File: src/hw/rtl/tmprof_pkg.sv
package tmprof_pkg;

  localparam int Q_FRAC     = 16;
  localparam int CFG_W      = 31;
  localparam int CFG_IDX_W  = 1;
  localparam int VAL_W      = 32;
  localparam int PROD_W     = 2 * VAL_W;
  localparam int QUO_W      = 48;
  localparam int DIV_STEPS  = 48;
  localparam int SQRT_STEPS = 32;
  localparam int STEP_W     = 6;

  localparam logic [CFG_W-1:0] MAX31     = 31'h7FFF_FFFF;
  localparam logic [VAL_W-1:0] MAX32     = 32'hFFFF_FFFF;
  localparam logic [CFG_W-1:0] CFG_RESET = 31'h0001_0000;
  localparam logic [QUO_W-1:0] Q_NO_ACCEL = 48'h8000_0000_0000;

  localparam logic KIND_START = 1'b0;
  localparam logic KIND_TICK  = 1'b1;

  localparam logic [CFG_IDX_W-1:0] CFG_MAX_VELOCITY = 1'b0;
  localparam logic [CFG_IDX_W-1:0] CFG_RAMP_TIME    = 1'b1;

  typedef enum logic {
    DS_DIV,
    DS_SQRT
  } ds_op_t;

  typedef struct packed {
    logic   start;
    ds_op_t op;
  } ds_ctrl_t;

  typedef struct packed {
    logic busy;
    logic done;
  } ds_stat_t;

endpackage

File: src/hw/rtl/tmprof_ifs.sv
interface tmprof_item_if;
  import tmprof_pkg::*;

  logic                    valid;
  logic                    ready;
  logic                    kind;
  logic signed [VAL_W-1:0] goal_distance;
  logic signed [VAL_W-1:0] current_position;
  logic [VAL_W-1:0]        time_now;

  modport source (
    output valid, kind, goal_distance, current_position, time_now,
    input  ready
  );

  modport sink (
    input  valid, kind, goal_distance, current_position, time_now,
    output ready
  );
endinterface

interface tmprof_result_if;
  import tmprof_pkg::*;

  logic                    valid;
  logic                    ready;
  logic signed [VAL_W-1:0] ref_displacement;
  logic [CFG_W-1:0]        ref_velocity;
  logic signed [VAL_W-1:0] ref_acceleration;

  modport source (
    output valid, ref_displacement, ref_velocity, ref_acceleration,
    input  ready
  );

  modport sink (
    input  valid, ref_displacement, ref_velocity, ref_acceleration,
    output ready
  );
endinterface

File: src/hw/rtl/tmprof_mul.sv
module tmprof_mul (
  input  logic                          clk,
  input  logic                          en,
  input  logic [tmprof_pkg::VAL_W-1:0]  a,
  input  logic [tmprof_pkg::VAL_W-1:0]  b,
  output logic [tmprof_pkg::PROD_W-1:0] prod
);
  import tmprof_pkg::*;

  logic [PROD_W-1:0] full;

  assign full = {{(PROD_W-VAL_W){1'b0}}, a} * {{(PROD_W-VAL_W){1'b0}}, b};

  always_ff @(posedge clk) begin
    if (en) begin
      prod <= full;
    end
  end

endmodule

File: src/hw/rtl/tmprof_divsqrt.sv
module tmprof_divsqrt (
  input  logic                          clk,
  input  logic                          rst,
  input  tmprof_pkg::ds_ctrl_t          ctrl,
  input  logic [tmprof_pkg::PROD_W-1:0] operand,
  input  logic [tmprof_pkg::CFG_W-1:0]  divisor,
  output logic [tmprof_pkg::QUO_W-1:0]  res,
  output tmprof_pkg::ds_stat_t          stat
);
  import tmprof_pkg::*;

  logic [PROD_W-1:0] work;
  logic [34:0]       rem;
  logic [CFG_W-1:0]  dvs;
  ds_op_t            op;
  logic [STEP_W-1:0] count;
  logic [STEP_W-1:0] last;
  logic              busy;
  logic              done;
  logic [34:0]       part;
  logic [34:0]       trial;
  logic [35:0]       diff;
  logic              fits;

  always_comb begin
    if (op == DS_SQRT) begin
      last  = STEP_W'(SQRT_STEPS - 1);
      part  = {rem[32:0], work[PROD_W-1 -: 2]};
      trial = {1'b0, res[31:0], 2'b01};
    end else begin
      last  = STEP_W'(DIV_STEPS - 1);
      part  = {rem[33:0], work[PROD_W-1]};
      trial = {4'b0000, dvs};
    end
    diff = {1'b0, part} - {1'b0, trial};
    fits = !diff[35];
  end

  always_ff @(posedge clk) begin
    if (ctrl.start) begin
      rem <= '0;
      res <= '0;
      dvs <= divisor;
      if (ctrl.op == DS_SQRT) begin
        work <= operand;
      end else begin
        work <= {operand[QUO_W-1:0], {(PROD_W-QUO_W){1'b0}}};
      end
    end else if (busy) begin
      rem <= fits ? diff[34:0] : part;
      res <= {res[QUO_W-2:0], fits};
      if (op == DS_SQRT) begin
        work <= {work[PROD_W-3:0], 2'b00};
      end else begin
        work <= {work[PROD_W-2:0], 1'b0};
      end
    end
  end

  always_ff @(posedge clk) begin
    if (rst) begin
      busy  <= 1'b0;
      done  <= 1'b0;
      count <= '0;
      op    <= DS_DIV;
    end else begin
      done <= 1'b0;
      if (ctrl.start) begin
        busy  <= 1'b1;
        count <= '0;
        op    <= ctrl.op;
      end else if (busy) begin
        count <= count + 1'b1;
        if (count == last) begin
          busy <= 1'b0;
          done <= 1'b1;
        end
      end
    end
  end

  assign stat.busy = busy;
  assign stat.done = done;

  a_no_restart: assert property (@(posedge clk) disable iff (rst) ctrl.start |-> !busy)
    else $error("divsqrt started while busy");
  a_done_on_fall: assert property (@(posedge clk) disable iff (rst) $fell(busy) |-> done)
    else $error("divsqrt finished without done");
  a_done_idle: assert property (@(posedge clk) disable iff (rst) done |-> !busy)
    else $error("divsqrt done while busy");

endmodule

File: src/hw/rtl/trapezoid_motion_profile_unit.sv
// Channel  Dir  Transfer when        Carries
// item     in   valid & ready        kind, goal_distance, current_position, time_now
// result   out  valid & ready        ref_displacement, ref_velocity, ref_acceleration
// cfg      in   cfg_we               cfg_index, cfg_data (max_velocity, ramp_time)
//
// Tick: REGION, VEL_MUL, VEL, STEP_MUL, SUM; one 32x32 multiplier used twice.
// Start: no result; a trapezoid runs the 48-step divider twice, a triangle runs it
//   twice and then the 32-step square root, a triangle with zero acceleration runs
//   it once and then the root, all on the same shared unit.
// item.ready is high only between items; a full result register holds a tick back.
// Reset (rst, sync) clears state, times, peak, accel, position; both registers get 1.0.
module trapezoid_motion_profile_unit (
  input  logic                             clk,
  input  logic                             rst,
  input  logic                             cfg_we,
  input  logic [tmprof_pkg::CFG_IDX_W-1:0] cfg_index,
  input  logic [tmprof_pkg::CFG_W-1:0]     cfg_data,
  tmprof_item_if.sink                      item,
  tmprof_result_if.source                  result
);
  import tmprof_pkg::*;

  typedef enum logic [3:0] {
    ST_IDLE,
    ST_ACCEL,
    ST_ACCEL_WAIT,
    ST_BRANCH,
    ST_Q_WAIT,
    ST_SQRT,
    ST_SQRT_WAIT,
    ST_PEAK_MUL,
    ST_PEAK,
    ST_CRUISE_WAIT,
    ST_TOTAL,
    ST_REGION,
    ST_VEL_MUL,
    ST_VEL,
    ST_STEP_MUL,
    ST_SUM
  } state_t;

  typedef enum logic [1:0] {
    RG_UP,
    RG_CRUISE,
    RG_DOWN,
    RG_STOP
  } region_t;

  state_t                  state;
  region_t                 region;
  logic [CFG_W-1:0]        max_velocity;
  logic [CFG_W-1:0]        ramp_time;
  logic                    direction_negative;
  logic [CFG_W-1:0]        accel_value;
  logic [VAL_W-1:0]        ramp_end_time;
  logic [VAL_W-1:0]        cruise_end_time;
  logic [VAL_W-1:0]        total_time;
  logic [CFG_W-1:0]        peak_velocity;
  logic signed [VAL_W-1:0] displacement;
  logic [VAL_W-1:0]        previous_time;
  logic [VAL_W-1:0]        tick_time;
  logic [VAL_W-1:0]        move_dist;
  logic                    triangular;
  logic [QUO_W-1:0]        q_val;
  logic [VAL_W-1:0]        op_b;
  logic [CFG_W-1:0]        vel;
  logic signed [VAL_W-1:0] acc;
  logic [VAL_W-1:0]        dt;
  logic                    back;

  logic                    out_valid;
  logic signed [VAL_W-1:0] out_disp;
  logic [CFG_W-1:0]        out_vel;
  logic signed [VAL_W-1:0] out_acc;

  logic                    accept;
  logic                    slot_free;
  logic [VAL_W:0]          pos_diff;
  logic                    neg_in;
  logic [VAL_W-1:0]        goal_neg;
  logic [VAL_W-1:0]        dist_in;

  logic                    mul_en;
  logic [VAL_W-1:0]        mul_a;
  logic [VAL_W-1:0]        mul_b;
  logic [PROD_W-1:0]       mul_prod;

  ds_ctrl_t                ds_ctrl;
  ds_stat_t                ds_stat;
  logic [PROD_W-1:0]       ds_operand;
  logic [CFG_W-1:0]        ds_divisor;
  logic [QUO_W-1:0]        ds_res;

  logic [CFG_W-1:0]        accel_sat;
  logic [VAL_W-1:0]        cruise_sat;
  logic                    tri_cond;
  logic [VAL_W-1:0]        root;
  logic [VAL_W-1:0]        total_tri;
  logic [VAL_W:0]          total_sum;
  logic [VAL_W-1:0]        total_trap;
  logic [CFG_W-1:0]        prod_sat;
  logic [46:0]             prod_hi;
  logic [CFG_W-1:0]        down_vel;
  logic                    t_lt_ramp;
  logic                    t_lt_cruise;
  logic                    t_lt_total;
  logic                    step_neg;
  logic [48:0]             sum_wide;
  logic signed [VAL_W-1:0] sum_sat;

  tmprof_mul u_mul (
    .clk  (clk),
    .en   (mul_en),
    .a    (mul_a),
    .b    (mul_b),
    .prod (mul_prod)
  );

  tmprof_divsqrt u_divsqrt (
    .clk     (clk),
    .rst     (rst),
    .ctrl    (ds_ctrl),
    .operand (ds_operand),
    .divisor (ds_divisor),
    .res     (ds_res),
    .stat    (ds_stat)
  );

  assign item.ready = (state == ST_IDLE);
  assign accept     = item.valid && item.ready;
  assign slot_free  = !out_valid || result.ready;

  assign result.valid            = out_valid;
  assign result.ref_displacement = out_disp;
  assign result.ref_velocity     = out_vel;
  assign result.ref_acceleration = out_acc;

  // direction and distance of a new move
  assign pos_diff = {item.goal_distance[VAL_W-1], item.goal_distance}
                  - {item.current_position[VAL_W-1], item.current_position};
  assign neg_in   = pos_diff[VAL_W];
  assign goal_neg = ~item.goal_distance + 1'b1;

  always_comb begin
    if (neg_in) begin
      dist_in = item.goal_distance[VAL_W-1] ? goal_neg : '0;
    end else begin
      dist_in = item.goal_distance[VAL_W-1] ? '0 : item.goal_distance;
    end
  end

  assign accel_sat  = (|ds_res[QUO_W-1:CFG_W]) ? MAX31 : ds_res[CFG_W-1:0];
  assign cruise_sat = (|ds_res[QUO_W-1:VAL_W]) ? MAX32 : ds_res[VAL_W-1:0];
  assign tri_cond   = mul_prod > {{(PROD_W-VAL_W-Q_FRAC){1'b0}}, move_dist, {Q_FRAC{1'b0}}};
  assign root       = ds_res[VAL_W-1:0];
  assign total_tri  = root[VAL_W-1] ? MAX32 : {root[VAL_W-2:0], 1'b0};
  assign total_sum  = {1'b0, cruise_end_time} + {2'b00, ramp_time};
  assign total_trap = total_sum[VAL_W] ? MAX32 : total_sum[VAL_W-1:0];
  assign prod_hi    = mul_prod[PROD_W-2:Q_FRAC];
  assign prod_sat   = (|mul_prod[PROD_W-1:Q_FRAC+CFG_W]) ? MAX31 : mul_prod[Q_FRAC+CFG_W-1:Q_FRAC];
  assign down_vel   = (prod_hi >= {16'b0, peak_velocity}) ? '0
                    : peak_velocity - prod_hi[CFG_W-1:0];

  assign t_lt_ramp   = tick_time < ramp_end_time;
  assign t_lt_cruise = tick_time < cruise_end_time;
  assign t_lt_total  = tick_time < total_time;

  assign step_neg = direction_negative ^ back;
  assign sum_wide = step_neg
                  ? {{17{displacement[VAL_W-1]}}, displacement} - {2'b00, prod_hi}
                  : {{17{displacement[VAL_W-1]}}, displacement} + {2'b00, prod_hi};

  always_comb begin
    if ((&sum_wide[48:VAL_W-1]) || !(|sum_wide[48:VAL_W-1])) begin
      sum_sat = sum_wide[VAL_W-1:0];
    end else if (sum_wide[48]) begin
      sum_sat = 32'sh8000_0000;
    end else begin
      sum_sat = 32'sh7FFF_FFFF;
    end
  end

  always_comb begin
    mul_en = 1'b0;
    mul_a  = '0;
    mul_b  = '0;
    case (state)
      ST_ACCEL: begin
        mul_en = 1'b1;
        mul_a  = {1'b0, max_velocity};
        mul_b  = {1'b0, ramp_time};
      end
      ST_PEAK_MUL: begin
        mul_en = 1'b1;
        mul_a  = {1'b0, accel_value};
        mul_b  = ramp_end_time;
      end
      ST_VEL_MUL: begin
        mul_en = 1'b1;
        mul_a  = {1'b0, accel_value};
        mul_b  = op_b;
      end
      ST_STEP_MUL: begin
        mul_en = 1'b1;
        mul_a  = {1'b0, vel};
        mul_b  = dt;
      end
      default: begin
        mul_en = 1'b0;
      end
    endcase
  end

  always_comb begin
    ds_ctrl.start = 1'b0;
    ds_ctrl.op    = DS_DIV;
    ds_operand    = '0;
    ds_divisor    = '0;
    case (state)
      ST_ACCEL: begin
        ds_ctrl.start = 1'b1;
        ds_operand    = {{(PROD_W-CFG_W-Q_FRAC){1'b0}}, max_velocity, {Q_FRAC{1'b0}}};
        ds_divisor    = ramp_time;
      end
      ST_BRANCH: begin
        ds_ctrl.start = !(triangular && (accel_value == '0));
        ds_operand    = {{(PROD_W-VAL_W-Q_FRAC){1'b0}}, move_dist, {Q_FRAC{1'b0}}};
        ds_divisor    = triangular ? accel_value : max_velocity;
      end
      ST_SQRT: begin
        ds_ctrl.start = 1'b1;
        ds_ctrl.op    = DS_SQRT;
        ds_operand    = {q_val, {Q_FRAC{1'b0}}};
      end
      default: begin
        ds_ctrl.start = 1'b0;
      end
    endcase
  end

  always_ff @(posedge clk) begin
    if (rst) begin
      max_velocity <= CFG_RESET;
      ramp_time    <= CFG_RESET;
    end else if (cfg_we) begin
      case (cfg_index)
        CFG_MAX_VELOCITY: max_velocity <= cfg_data;
        CFG_RAMP_TIME:    ramp_time    <= cfg_data;
        default:          ;
      endcase
    end
  end

  always_ff @(posedge clk) begin
    if (rst) begin
      state              <= ST_IDLE;
      out_valid          <= 1'b0;
      direction_negative <= 1'b0;
      accel_value        <= '0;
      ramp_end_time      <= '0;
      cruise_end_time    <= '0;
      total_time         <= '0;
      peak_velocity      <= '0;
      displacement       <= '0;
      previous_time      <= '0;
    end else begin
      if (result.ready && state != ST_SUM) begin
        out_valid <= 1'b0;
      end
      case (state)
        ST_IDLE: begin
          if (accept) begin
            if (item.kind == KIND_START) begin
              direction_negative <= neg_in;
              move_dist          <= dist_in;
              displacement       <= '0;
              previous_time      <= '0;
              state              <= ST_ACCEL;
            end else begin
              tick_time <= item.time_now;
              state     <= ST_REGION;
            end
          end
        end
        ST_ACCEL: begin
          state <= ST_ACCEL_WAIT;
        end
        ST_ACCEL_WAIT: begin
          if (ds_stat.done) begin
            accel_value <= accel_sat;
            triangular  <= tri_cond;
            state       <= ST_BRANCH;
          end
        end
        ST_BRANCH: begin
          if (triangular) begin
            if (accel_value == '0) begin
              q_val <= Q_NO_ACCEL;
              state <= ST_SQRT;
            end else begin
              state <= ST_Q_WAIT;
            end
          end else begin
            ramp_end_time <= {1'b0, ramp_time};
            peak_velocity <= max_velocity;
            state         <= ST_CRUISE_WAIT;
          end
        end
        ST_Q_WAIT: begin
          if (ds_stat.done) begin
            q_val <= ds_res;
            state <= ST_SQRT;
          end
        end
        ST_SQRT: begin
          state <= ST_SQRT_WAIT;
        end
        ST_SQRT_WAIT: begin
          if (ds_stat.done) begin
            ramp_end_time   <= root;
            cruise_end_time <= root;
            total_time      <= total_tri;
            state           <= ST_PEAK_MUL;
          end
        end
        ST_PEAK_MUL: begin
          state <= ST_PEAK;
        end
        ST_PEAK: begin
          peak_velocity <= prod_sat;
          state         <= ST_IDLE;
        end
        ST_CRUISE_WAIT: begin
          if (ds_stat.done) begin
            cruise_end_time <= cruise_sat;
            state           <= ST_TOTAL;
          end
        end
        ST_TOTAL: begin
          total_time <= total_trap;
          state      <= ST_IDLE;
        end
        ST_REGION: begin
          if (t_lt_ramp) begin
            region <= RG_UP;
            op_b   <= tick_time;
          end else if (t_lt_cruise) begin
            region <= RG_CRUISE;
            op_b   <= tick_time;
          end else if (t_lt_total) begin
            region <= RG_DOWN;
            op_b   <= tick_time - cruise_end_time;
          end else begin
            region <= RG_STOP;
            op_b   <= tick_time;
          end
          state <= ST_VEL_MUL;
        end
        ST_VEL_MUL: begin
          state <= ST_VEL;
        end
        ST_VEL: begin
          case (region)
            RG_UP: begin
              vel <= prod_sat;
              acc <= {1'b0, accel_value};
            end
            RG_CRUISE: begin
              vel <= peak_velocity;
              acc <= '0;
            end
            RG_DOWN: begin
              vel <= down_vel;
              acc <= -signed'({1'b0, accel_value});
            end
            default: begin
              vel <= '0;
              acc <= '0;
            end
          endcase
          back <= tick_time < previous_time;
          dt   <= (tick_time < previous_time) ? previous_time - tick_time
                                               : tick_time - previous_time;
          state <= ST_STEP_MUL;
        end
        ST_STEP_MUL: begin
          state <= ST_SUM;
        end
        ST_SUM: begin
          if (slot_free) begin
            displacement  <= sum_sat;
            previous_time <= tick_time;
            out_disp      <= sum_sat;
            out_vel       <= vel;
            out_acc       <= acc;
            out_valid     <= 1'b1;
            state         <= ST_IDLE;
          end
        end
        default: begin
          state <= ST_IDLE;
        end
      endcase
    end
  end

  a_start_no_result: assert property (@(posedge clk) disable iff (rst)
      (accept && item.kind == KIND_START) |=> !$rose(out_valid))
    else $error("result produced for a start transfer");
  a_busy_after_transfer: assert property (@(posedge clk) disable iff (rst)
      accept |=> !item.ready)
    else $error("item taken again straight after a transfer");
  a_accel_values: assert property (@(posedge clk) disable iff (rst)
      $rose(out_valid) |-> (out_acc == '0 || out_acc == signed'({1'b0, accel_value})
                            || out_acc == -signed'({1'b0, accel_value})))
    else $error("acceleration outside the profile values");

endmodule
File: src/flat_wrapper.sv
// flat-port wrapper written by rule: the top's interface ports become plain ports
module trapezoid_motion_profile_unit_flat import tmprof_pkg::*;
  (clk, rst, cfg_we, cfg_index, cfg_data, item_valid, item_kind, item_goal_distance, item_current_position, item_time_now, item_ready, result_valid, result_ref_displacement, result_ref_velocity, result_ref_acceleration, result_ready);
  tmprof_item_if item_i ();
  tmprof_result_if result_i ();
  input  logic clk;
  input  logic rst;
  input  logic cfg_we;
  input  logic [tmprof_pkg::CFG_IDX_W-1:0] cfg_index;
  input  logic [tmprof_pkg::CFG_W-1:0] cfg_data;
  input wire logic [$bits(item_i.valid)-1:0] item_valid;
  input wire logic [$bits(item_i.kind)-1:0] item_kind;
  input wire logic [$bits(item_i.goal_distance)-1:0] item_goal_distance;
  input wire logic [$bits(item_i.current_position)-1:0] item_current_position;
  input wire logic [$bits(item_i.time_now)-1:0] item_time_now;
  output wire logic [$bits(item_i.ready)-1:0] item_ready;
  output wire logic [$bits(result_i.valid)-1:0] result_valid;
  output wire logic [$bits(result_i.ref_displacement)-1:0] result_ref_displacement;
  output wire logic [$bits(result_i.ref_velocity)-1:0] result_ref_velocity;
  output wire logic [$bits(result_i.ref_acceleration)-1:0] result_ref_acceleration;
  input wire logic [$bits(result_i.ready)-1:0] result_ready;
  assign item_i.valid = item_valid;
  assign item_i.kind = item_kind;
  assign item_i.goal_distance = item_goal_distance;
  assign item_i.current_position = item_current_position;
  assign item_i.time_now = item_time_now;
  assign item_ready = item_i.ready;
  assign result_valid = result_i.valid;
  assign result_ref_displacement = result_i.ref_displacement;
  assign result_ref_velocity = result_i.ref_velocity;
  assign result_ref_acceleration = result_i.ref_acceleration;
  assign result_i.ready = result_ready;
  trapezoid_motion_profile_unit u_core (.clk(clk), .rst(rst), .cfg_we(cfg_we), .cfg_index(cfg_index), .cfg_data(cfg_data), .item(item_i), .result(result_i));
endmodule
File: config.mk
export PLATFORM = sky130hd
export DESIGN_NAME = trapezoid_motion_profile_unit_flat
export DESIGN_NICKNAME = d
export VERILOG_FILES = /design/src/hw/rtl/tmprof_pkg.sv /design/src/hw/rtl/tmprof_ifs.sv /design/src/hw/rtl/tmprof_mul.sv /design/src/hw/rtl/tmprof_divsqrt.sv /design/src/hw/rtl/trapezoid_motion_profile_unit.sv /design/src/flat_wrapper.sv
export SDC_FILE = /design/constraint.sdc
export NUM_CORES = 2
export LEC_CHECK = 0
export ABC_AREA = 1
export BUFFER_PORTS_ARGS = -buffer_cell sky130_fd_sc_hd__buf_2
export CORE_UTILIZATION = 40
export DETAILED_ROUTE_END_ITERATION = 10
export PLACE_DENSITY = 0.6
export SYNTH_ARGS = -nofsm -noshare
export SYNTH_HDL_FRONTEND = slang
export SYNTH_SLANG_ARGS = --single-unit
File: constraint.sdc
create_clock -name clk -period 11.45 [get_ports clk]
set_input_delay 2.29 -clock clk [delete_from_list [all_inputs] [get_ports clk]]
set_output_delay 2.29 -clock clk [all_outputs]
set_load 0.005 [all_outputs]
## Word-level counts from Yosys, hierarchy flattened

Index checks and enable logic that the tools add are counted.

- $add $sub $neg: 12
- Multipliers: 1
- Div/mod/pow operators: 0
- Magnitude comparators: 6
- Equality and inequality tests: 29
- Shifts and indexed selects: 0
- Mux-type cells: 72
- Bitwise operators: 6
- Reductions and logical operators: 48

Operators with widths:

| kind | count |
|---|---|
| 2-to-1 mux 32 bit | 19 |
| case mux 32 bit (2 select lines) | 6 |
| 2-to-1 mux 64 bit | 4 |
| case mux 64 bit (3 select lines) | 1 |
| 2-to-1 mux 31 bit | 6 |
| case mux 31 bit (3 select lines) | 2 |
| 2-to-1 mux 48 bit | 3 |
| < comparator 32 bit | 4 |
| case mux 32 bit (4 select lines) | 1 |
| case mux 31 bit (2 select lines) | 2 |
| case mux 48 bit (2 select lines) | 1 |
| subtractor 32 bit | 3 |
| 2-to-1 mux 34 bit | 2 |
| greater-than comparator 64 x 48 -> 1 bit | 1 |
| multiplier 31 x 32 -> 63 bit | 1 |
| case mux 4 bit (15 select lines) | 1 |
| adder 32 x 48 -> 49 bit | 1 |
| 2-to-1 mux 49 bit | 1 |
| subtractor 32 x 48 -> 49 bit | 1 |
| greater-or-equal comparator 47 x 31 -> 1 bit | 1 |
| subtractor 35 x 34 -> 36 bit | 1 |
| 2-to-1 mux 35 bit | 1 |
| OR reduction 17 bit | 2 |
| adder 32 x 31 -> 33 bit | 1 |
| 40 further kinds | 108 |

- Register bits: 878
- Bits in latches: 0
- RAM bits: 0
- Bits in read-only memories: 0
- Input port bits: 134
- Output and inout bits: 97
- Word-level logic and storage cells: 209
- Memories: 0

## Longest topological paths before layout

- Depth in word-level cells: 8
- Depth in mapped cells: 41
- Depth with buffers taken out: 38

## Cells and area by module

From an unflattened synthesis, not the netlist that was laid out.

- Cells, all modules: 12799
- Area, all modules: 94350.5 µm²

By module, submodules not included:

| module | instances | cells an instance | area each (µm²) | seq. area each (µm²) |
|---|---|---|---|---|
| trapezoid_motion_profile_unit | 1 | 6201 | 44873.0 | 15955.3 |
| tmprof_mul | 1 | 5082 | 38259.2 | 1921.8 |
| tmprof_divsqrt | 1 | 1516 | 11218.3 | 4674.5 |

## Worst setup path before layout

No wires, ideal clock.

- Path kind: input-to-reg
- From: input port rst
- To: register u_core.acc[0], enable pin
- Setup time: 0.668 ns
- Arrival time: 9.185 ns
- Data required time: 10.782 ns
- Setup slack: 1.596 ns
- Cell stages on the path: 3
- Buffers on the path: 2
- Path through: clkbuf_1 clkbuf_1 nor3_1

- Cells in the longest elaborated chain, start to end: 2

Ends and longest elaborated chain:

| item | line | RTL |
|---|---|---|
| from (decl) | flat_wrapper.sv:7 | `input logic rst;` |
| NOT 1 bit (no source line) | - |  |
| AND reduction 2 bit (no source line) | - |  |
| to (signal assigned) | trapezoid_motion_profile_unit.sv:366 | `acc <= {1'b0, accel_value};` |
| to (signal assigned) | trapezoid_motion_profile_unit.sv:374 | `acc <= -signed'({1'b0, accel_value});` |
| to (decl) | trapezoid_motion_profile_unit.sv:67 | `logic signed [VAL_W-1:0] acc;` |

No other way between the ends.
A chain may end at the register's enable or synchronous reset.

## Worst setup path after layout

- From: register u_core.state[0]
- To: register u_core.u_mul.prod[61] (netlist name) (data pin)

- Cells in the longest elaborated chain, start to end: 4
- Elaborated cells on any way between the ends: 8
- Those cells by class: mul: 1; eq/ne: 4; mux: 2; reduce/logical: 1

Ends and longest elaborated chain:

| item | line | RTL |
|---|---|---|
| from (decl) | trapezoid_motion_profile_unit.sv:49 | `state_t state;` |
| from (signal assigned) | trapezoid_motion_profile_unit.sv:256 | `state <= ST_IDLE;` |
| from (signal assigned) | trapezoid_motion_profile_unit.sv:278 | `state <= ST_ACCEL;` |
| from (signal assigned) | trapezoid_motion_profile_unit.sv:281 | `state <= ST_REGION;` |
| equality test 4 x 3 -> 1 bit / equality test 4 bit (equally long branches) | trapezoid_motion_profile_unit.sv:187 | `case (state)` |
| OR reduction 2 bit (no source line) | - |  |
| case mux 31 bit (3 select lines) | trapezoid_motion_profile_unit.sv:187 |  |
| multiplier 31 x 32 -> 63 bit (*) | tmprof_mul.sv:12 | `assign full = {{(PROD_W-VAL_W){1'b0}}, a} * {{(PROD_W-VAL_W){1'b0}}, b};` |
| via u_core.u_mul.full[61] | tmprof_mul.sv:10 | `logic [PROD_W-1:0] full;` |
| to (signal assigned) | tmprof_mul.sv:16 | `prod <= full;` |
| to (decl) | tmprof_mul.sv:6 | `output logic [tmprof_pkg::PROD_W-1:0] prod` |

Mark *: on every way through the listed nets, which the timed path passes. The rest lies on a longest branch.

==> summary.md <==
| Metric | Value |
|---|---|
| Setup_tns | `0 ns` |
| Via-to-Cell Ratio | `5.62` |
| Width of the die | `468 um` |
| Internal | `7.25 mW` |
| Number of clock sinks seen by CTS | `861` |
| Net total in the final layout | `12,900` |
| Mux cell area share after synthesis | `0.0806%` |
| Unrepaired setup endpoints after global routing | `no` |
| Fraction of final layout cells sized beyond drive strength 1 | `6.36%` |
| Setup crit start kind | `register` |
| First-pass GRT wire length | `531,000 um` |
| Instance area after placement | `0.0915 mm2` |
| DR DRC count | `0` |
| Outcome | `finished, final reports clean` |
| Synthesized instance count | `11,100` |
| Largest driver fanout on the critical path | `32` |
| Netlist area before placement | `0.0869 mm2` |
| Post-route cell area | `0.0951 mm2` |
| Initial antenna violation count | `24` |
| Max stage delay cell, worst path | `sky130_fd_sc_hd__inv_1` |
| Part of the power in the clock network | `27.1%` |
| Post-synthesis cell type count | `68` |
| Worst-case setup margin in the final layout | `0.997 ns` |
| Static leakage | `43.4 nW` |
| Total length of routed wires | `369,000 um` |
| Core Box Area | `0.215 mm2` |
| GRT Overall Usage | `33.3%` |
| Number of nets with antenna violations after routing | `0` |
| Area fraction in compound gates after synthesis | `12.2%` |
| Post-Synth Adder-Cell Area | `29.5%` |
| Largest family of logic cells by synthesized area | `adder cells` |
| Delay of the slowest cell on the worst path | `0.66 ns` |
| Layout Cells excl Fill | `14,100` |
| Proportion of register bits with asynchronous set or reset after synthesis | `0%` |
| Post-synthesis simple-gate area fraction | `19.2%` |
| Iteration count of the initial detailed-routing pass | `6` |
| Final setup skew | `0.0997 ns` |
| Critical path start-end classification | `reg -> reg` |
| Relative contribution of sequential cells to total power | `32.9%` |
| Final Hold Violating Endpoints | `0` |
| Largest buffer count on any clock path | `3` |
| Via count of the first global-routing pass | `78,500` |
| Largest net degree at the start of global routing | `95` |
| Hold_buf cts | `0` |
| Number of synthesized flops with an enable pin | `480` |
| Placed insts | `13,900` |
| Placer's final routability congestion estimate | `1.04` |
| Resize count post-CTS | `0` |
| Worst hold margin | `0.419 ns` |
| Number of buffers created by CTS | `99` |
| Portion of the post-synthesis area used by sequential elements | `25.4%` |
| Tot Pwr | `12.8 mW` |
| Most numerous cell on the critical path | `sky130_fd_sc_hd__fa_1` |
| IO Count | `231` |
| Reported net switching power | `5.57 mW` |
| Final count of negative-setup-slack endpoints | `0` |
| Worst min-delay path class | `reg -> reg` |
| Number of rows in the core area | `170` |
| Clock Pin Slew Worst Setup and Hold Paths | `0.07 ns` |
| Hold Path Cell Cnt | `0` |
| Max VDD drop | `0.152 mV` |
| Buffer count from post-CTS setup fixing | `0` |
| Total half-perimeter wirelength after legalization and detailed placement | `294,000 um` |
| Height of the die | `468 um` |
| Routed len/inst | `26.1 um` |
| Number of pins with negative max-slew slack in the final report | `0` |
| Max transition margin | `17.6%` |
| Cell at the root of the clock tree | `sky130_fd_sc_hd__clkbuf_16` |
| Count of vias placed by the detailed router | `79,400` |
| Core utilization of the finished layout | `44.2%` |
| Post-synthesis net count | `12,800` |
| Drt first-iter violations | `9,160` |
| Depth of the worst register-to-register path | `34` |
| Effective utilization at floorplan | `40.4%` |
| Layout fillers | `21,700` |
| Final Critical Period | `10.45 ns` |
| Number of levels the H-tree was split into | `3` |
| Clock latency reported for the late side of the worst-skew pair | `0.82 ns` |
| Average cell area after synthesis | `7.83 um2` |
| Power per cell area | `135 mW/mm2` |
| Element type at the critical path end | `register` |
| Comb power frac | `40.0%` |
| Switching power share of the total | `43.4%` |
| Clock tree from TritonCTS | `yes` |
| Pin slew with the least headroom to its limit | `1.24 ns` |
| Yosys warning count | `0` |
| Required time at the endpoint of the critical path | `11.98 ns` |
| FF+latch count, synth | `861` |
| Sum of overflow across all layers after global routing | `0` |
| Fraction of synthesized cell area in xor and xnor cells | `3.12%` |
| Die footprint | `0.219 mm2` |
| Growth of design area from synthesis to finish | `9.35%` |
| Count of input and output buffers | `230` |
| Most frequently used flop master after synthesis | `sky130_fd_sc_hd__edfxtp_1` |
| Portion of the clock cycle consumed by the worst path in the final layout | `91.3%` |
| Number of maximum-capacitance constraint violations | `0` |
| Worst slack after detailed placement | `1.42 ns` |
| Endpoint arrival time on the critical path | `10.98 ns` |
| Highest Clock Rate | `95.7 MHz` |
## kinds of logic after synthesis
| family | Yosys count |
|---|---|
| AND/OR/NAND/NOR | 4169 |
| adder cells (fa/ha/maj) | 1527 |
| flip-flops | 861 |
| buffers and inverters | 2395 |
| multiplexers | 7 |
| XOR/XNOR | 310 |
| AO/OA/AOI/OAI | 1839 |
## cell usage after synthesis, drive strengths merged (20+ instances only)
cell	n	area share, %
xnor2	125	1.3
clkbuf	335	1.4
buf	73	0.50
nand3	262	1.5
o22ai	74	0.61
nor3	92	0.59
nor2	1275	5.6
fa	873	20
o21a	23	0.20
o21bai	23	0.20
dfxtp	381	8.8
a22oi	32	0.28
o31ai	20	0.17
a21oi	632	3.6
edfxtp	480	17
o211ai	104	0.90
nand4	73	0.53
a21o	36	0.31
xor2	185	1.9
clkinv	25	0.11
ha	654	9.4
nand2	2394	10
a31oi	182	1.3
nor4	34	0.27
inv	1962	8.5
o21ai	611	3.5
o221ai	20	0.20
## per-layer routing
metal | track usage, % | vias up | share of wire, %
li1 | - | 35600 | -
met1 | 44.3 | 39100 | 41
met2 | 51.5 | 3961 | 43
met3 | 7.48 | 839 | 9.8
met4 | 14.9 | 20 | 5.2
met5 | 0 | - | 0.034
## path summary, 6_finish.rpt
check	start	end	slack, ns
hold / removal	u_core.acc[13]$_DFFE_PP_	u_core.result.ref_acceleration[13]$_DFFE_PP_	0.42
hold reg to reg	u_core.acc[13]$_DFFE_PP_	u_core.result.ref_acceleration[13]$_DFFE_PP_	0.42
setup / recovery	u_core.state[0]$_SDFFE_PP0P_	u_core.u_mul.prod[61]$_DFFE_PP_	1.0
setup reg to reg	u_core.state[0]$_SDFFE_PP0P_	u_core.u_mul.prod[61]$_DFFE_PP_	1.0
## layout make-up
class                   count  area [um2]  share of cell area [%]
clock inverters            57         820                   0.862
multi-input cells        7852       56000                    58.9
repair buffers            399        2450                    2.57
well taps                2838        3550                    3.74
inverters                1987        7460                    7.85
clock buffers             126        2680                    2.82
flip-flops and latches    861       22000                    23.2
diodes                      7        17.5                  0.0184
## worst max-delay path, delay by kind of cell (launching register included)
family          cells  cell delay, ns
fa+ha+maj           9            4.54
simple gates       12            2.66
buf+inv             8            1.79
compound gates      4            0.69
flops               1            0.35
xor+xnor            1            0.09
## sequential cells by signal (all words and copies together) (netlist names), 32 cells and up
signal	count
u_core.u_mul.prod	63
u_core.q_val	48
u_core.u_divsqrt.res	48
u_core.u_divsqrt.work	48
u_core.u_divsqrt.rem	34
u_core.acc	32
u_core.cruise_end_time	32
u_core.displacement	32
u_core.dt	32
u_core.move_dist	32
u_core.op_b	32
u_core.previous_time	32
u_core.ramp_end_time	32
u_core.result.ref_acceleration	32
u_core.result.ref_displacement	32
u_core.tick_time	32
u_core.total_time	32
## layout by cell type (no fill, tap or decap), types with 12 or more instances in the layout
cell	instances
sky130_fd_sc_hd__a22oi_1	32
sky130_fd_sc_hd__nor2_1	1233
sky130_fd_sc_hd__nor2_4	18
sky130_fd_sc_hd__nand2_2	16
sky130_fd_sc_hd__bufinv_16	13
sky130_fd_sc_hd__a21oi_1	608
sky130_fd_sc_hd__clkinv_1	34
sky130_fd_sc_hd__a21o_1	36
sky130_fd_sc_hd__nor3_1	80
sky130_fd_sc_hd__o22ai_1	63
sky130_fd_sc_hd__clkbuf_16	101
sky130_fd_sc_hd__fa_1	873
sky130_fd_sc_hd__o21ai_0	587
sky130_fd_sc_hd__o221ai_1	20
sky130_fd_sc_hd__nor2_2	24
sky130_fd_sc_hd__clkinv_2	15
sky130_fd_sc_hd__a211oi_1	12
sky130_fd_sc_hd__inv_2	24
sky130_fd_sc_hd__a21boi_0	12
sky130_fd_sc_hd__nor4_1	31
sky130_fd_sc_hd__xnor2_1	125
sky130_fd_sc_hd__inv_1	1935
sky130_fd_sc_hd__ha_1	654
sky130_fd_sc_hd__o21ai_1	23
sky130_fd_sc_hd__nand2_1	2376
sky130_fd_sc_hd__nand4_1	73
sky130_fd_sc_hd__o21bai_1	23
sky130_fd_sc_hd__dfxtp_1	380
sky130_fd_sc_hd__a31oi_1	182
sky130_fd_sc_hd__xor2_1	185
sky130_fd_sc_hd__o211ai_1	103
sky130_fd_sc_hd__edfxtp_1	480
sky130_fd_sc_hd__clkbuf_1	19
sky130_fd_sc_hd__o21a_1	23
sky130_fd_sc_hd__a21oi_2	21
sky130_fd_sc_hd__buf_2	229
sky130_fd_sc_hd__o31ai_1	20
sky130_fd_sc_hd__nand3_1	258
sky130_fd_sc_hd__buf_4	168
## power by group through the flow
| stage | Combinational, mW | Clock, mW | Sequential [mW] |
|---|---|---|---|
| floorplan | 3.35 | 0 | 4.03 |
| global placement | 4.96 | 0 | 4.25 |
| detailed placement | 5.00 | 0 | 4.25 |
| CTS | 5.02 | 3.52 | 4.19 |
| global route | 5.56 | 3.62 | 4.23 |
| finish | 5.13 | 3.48 | 4.21 |
No activity file was read; power rests on OpenSTA's default activity.
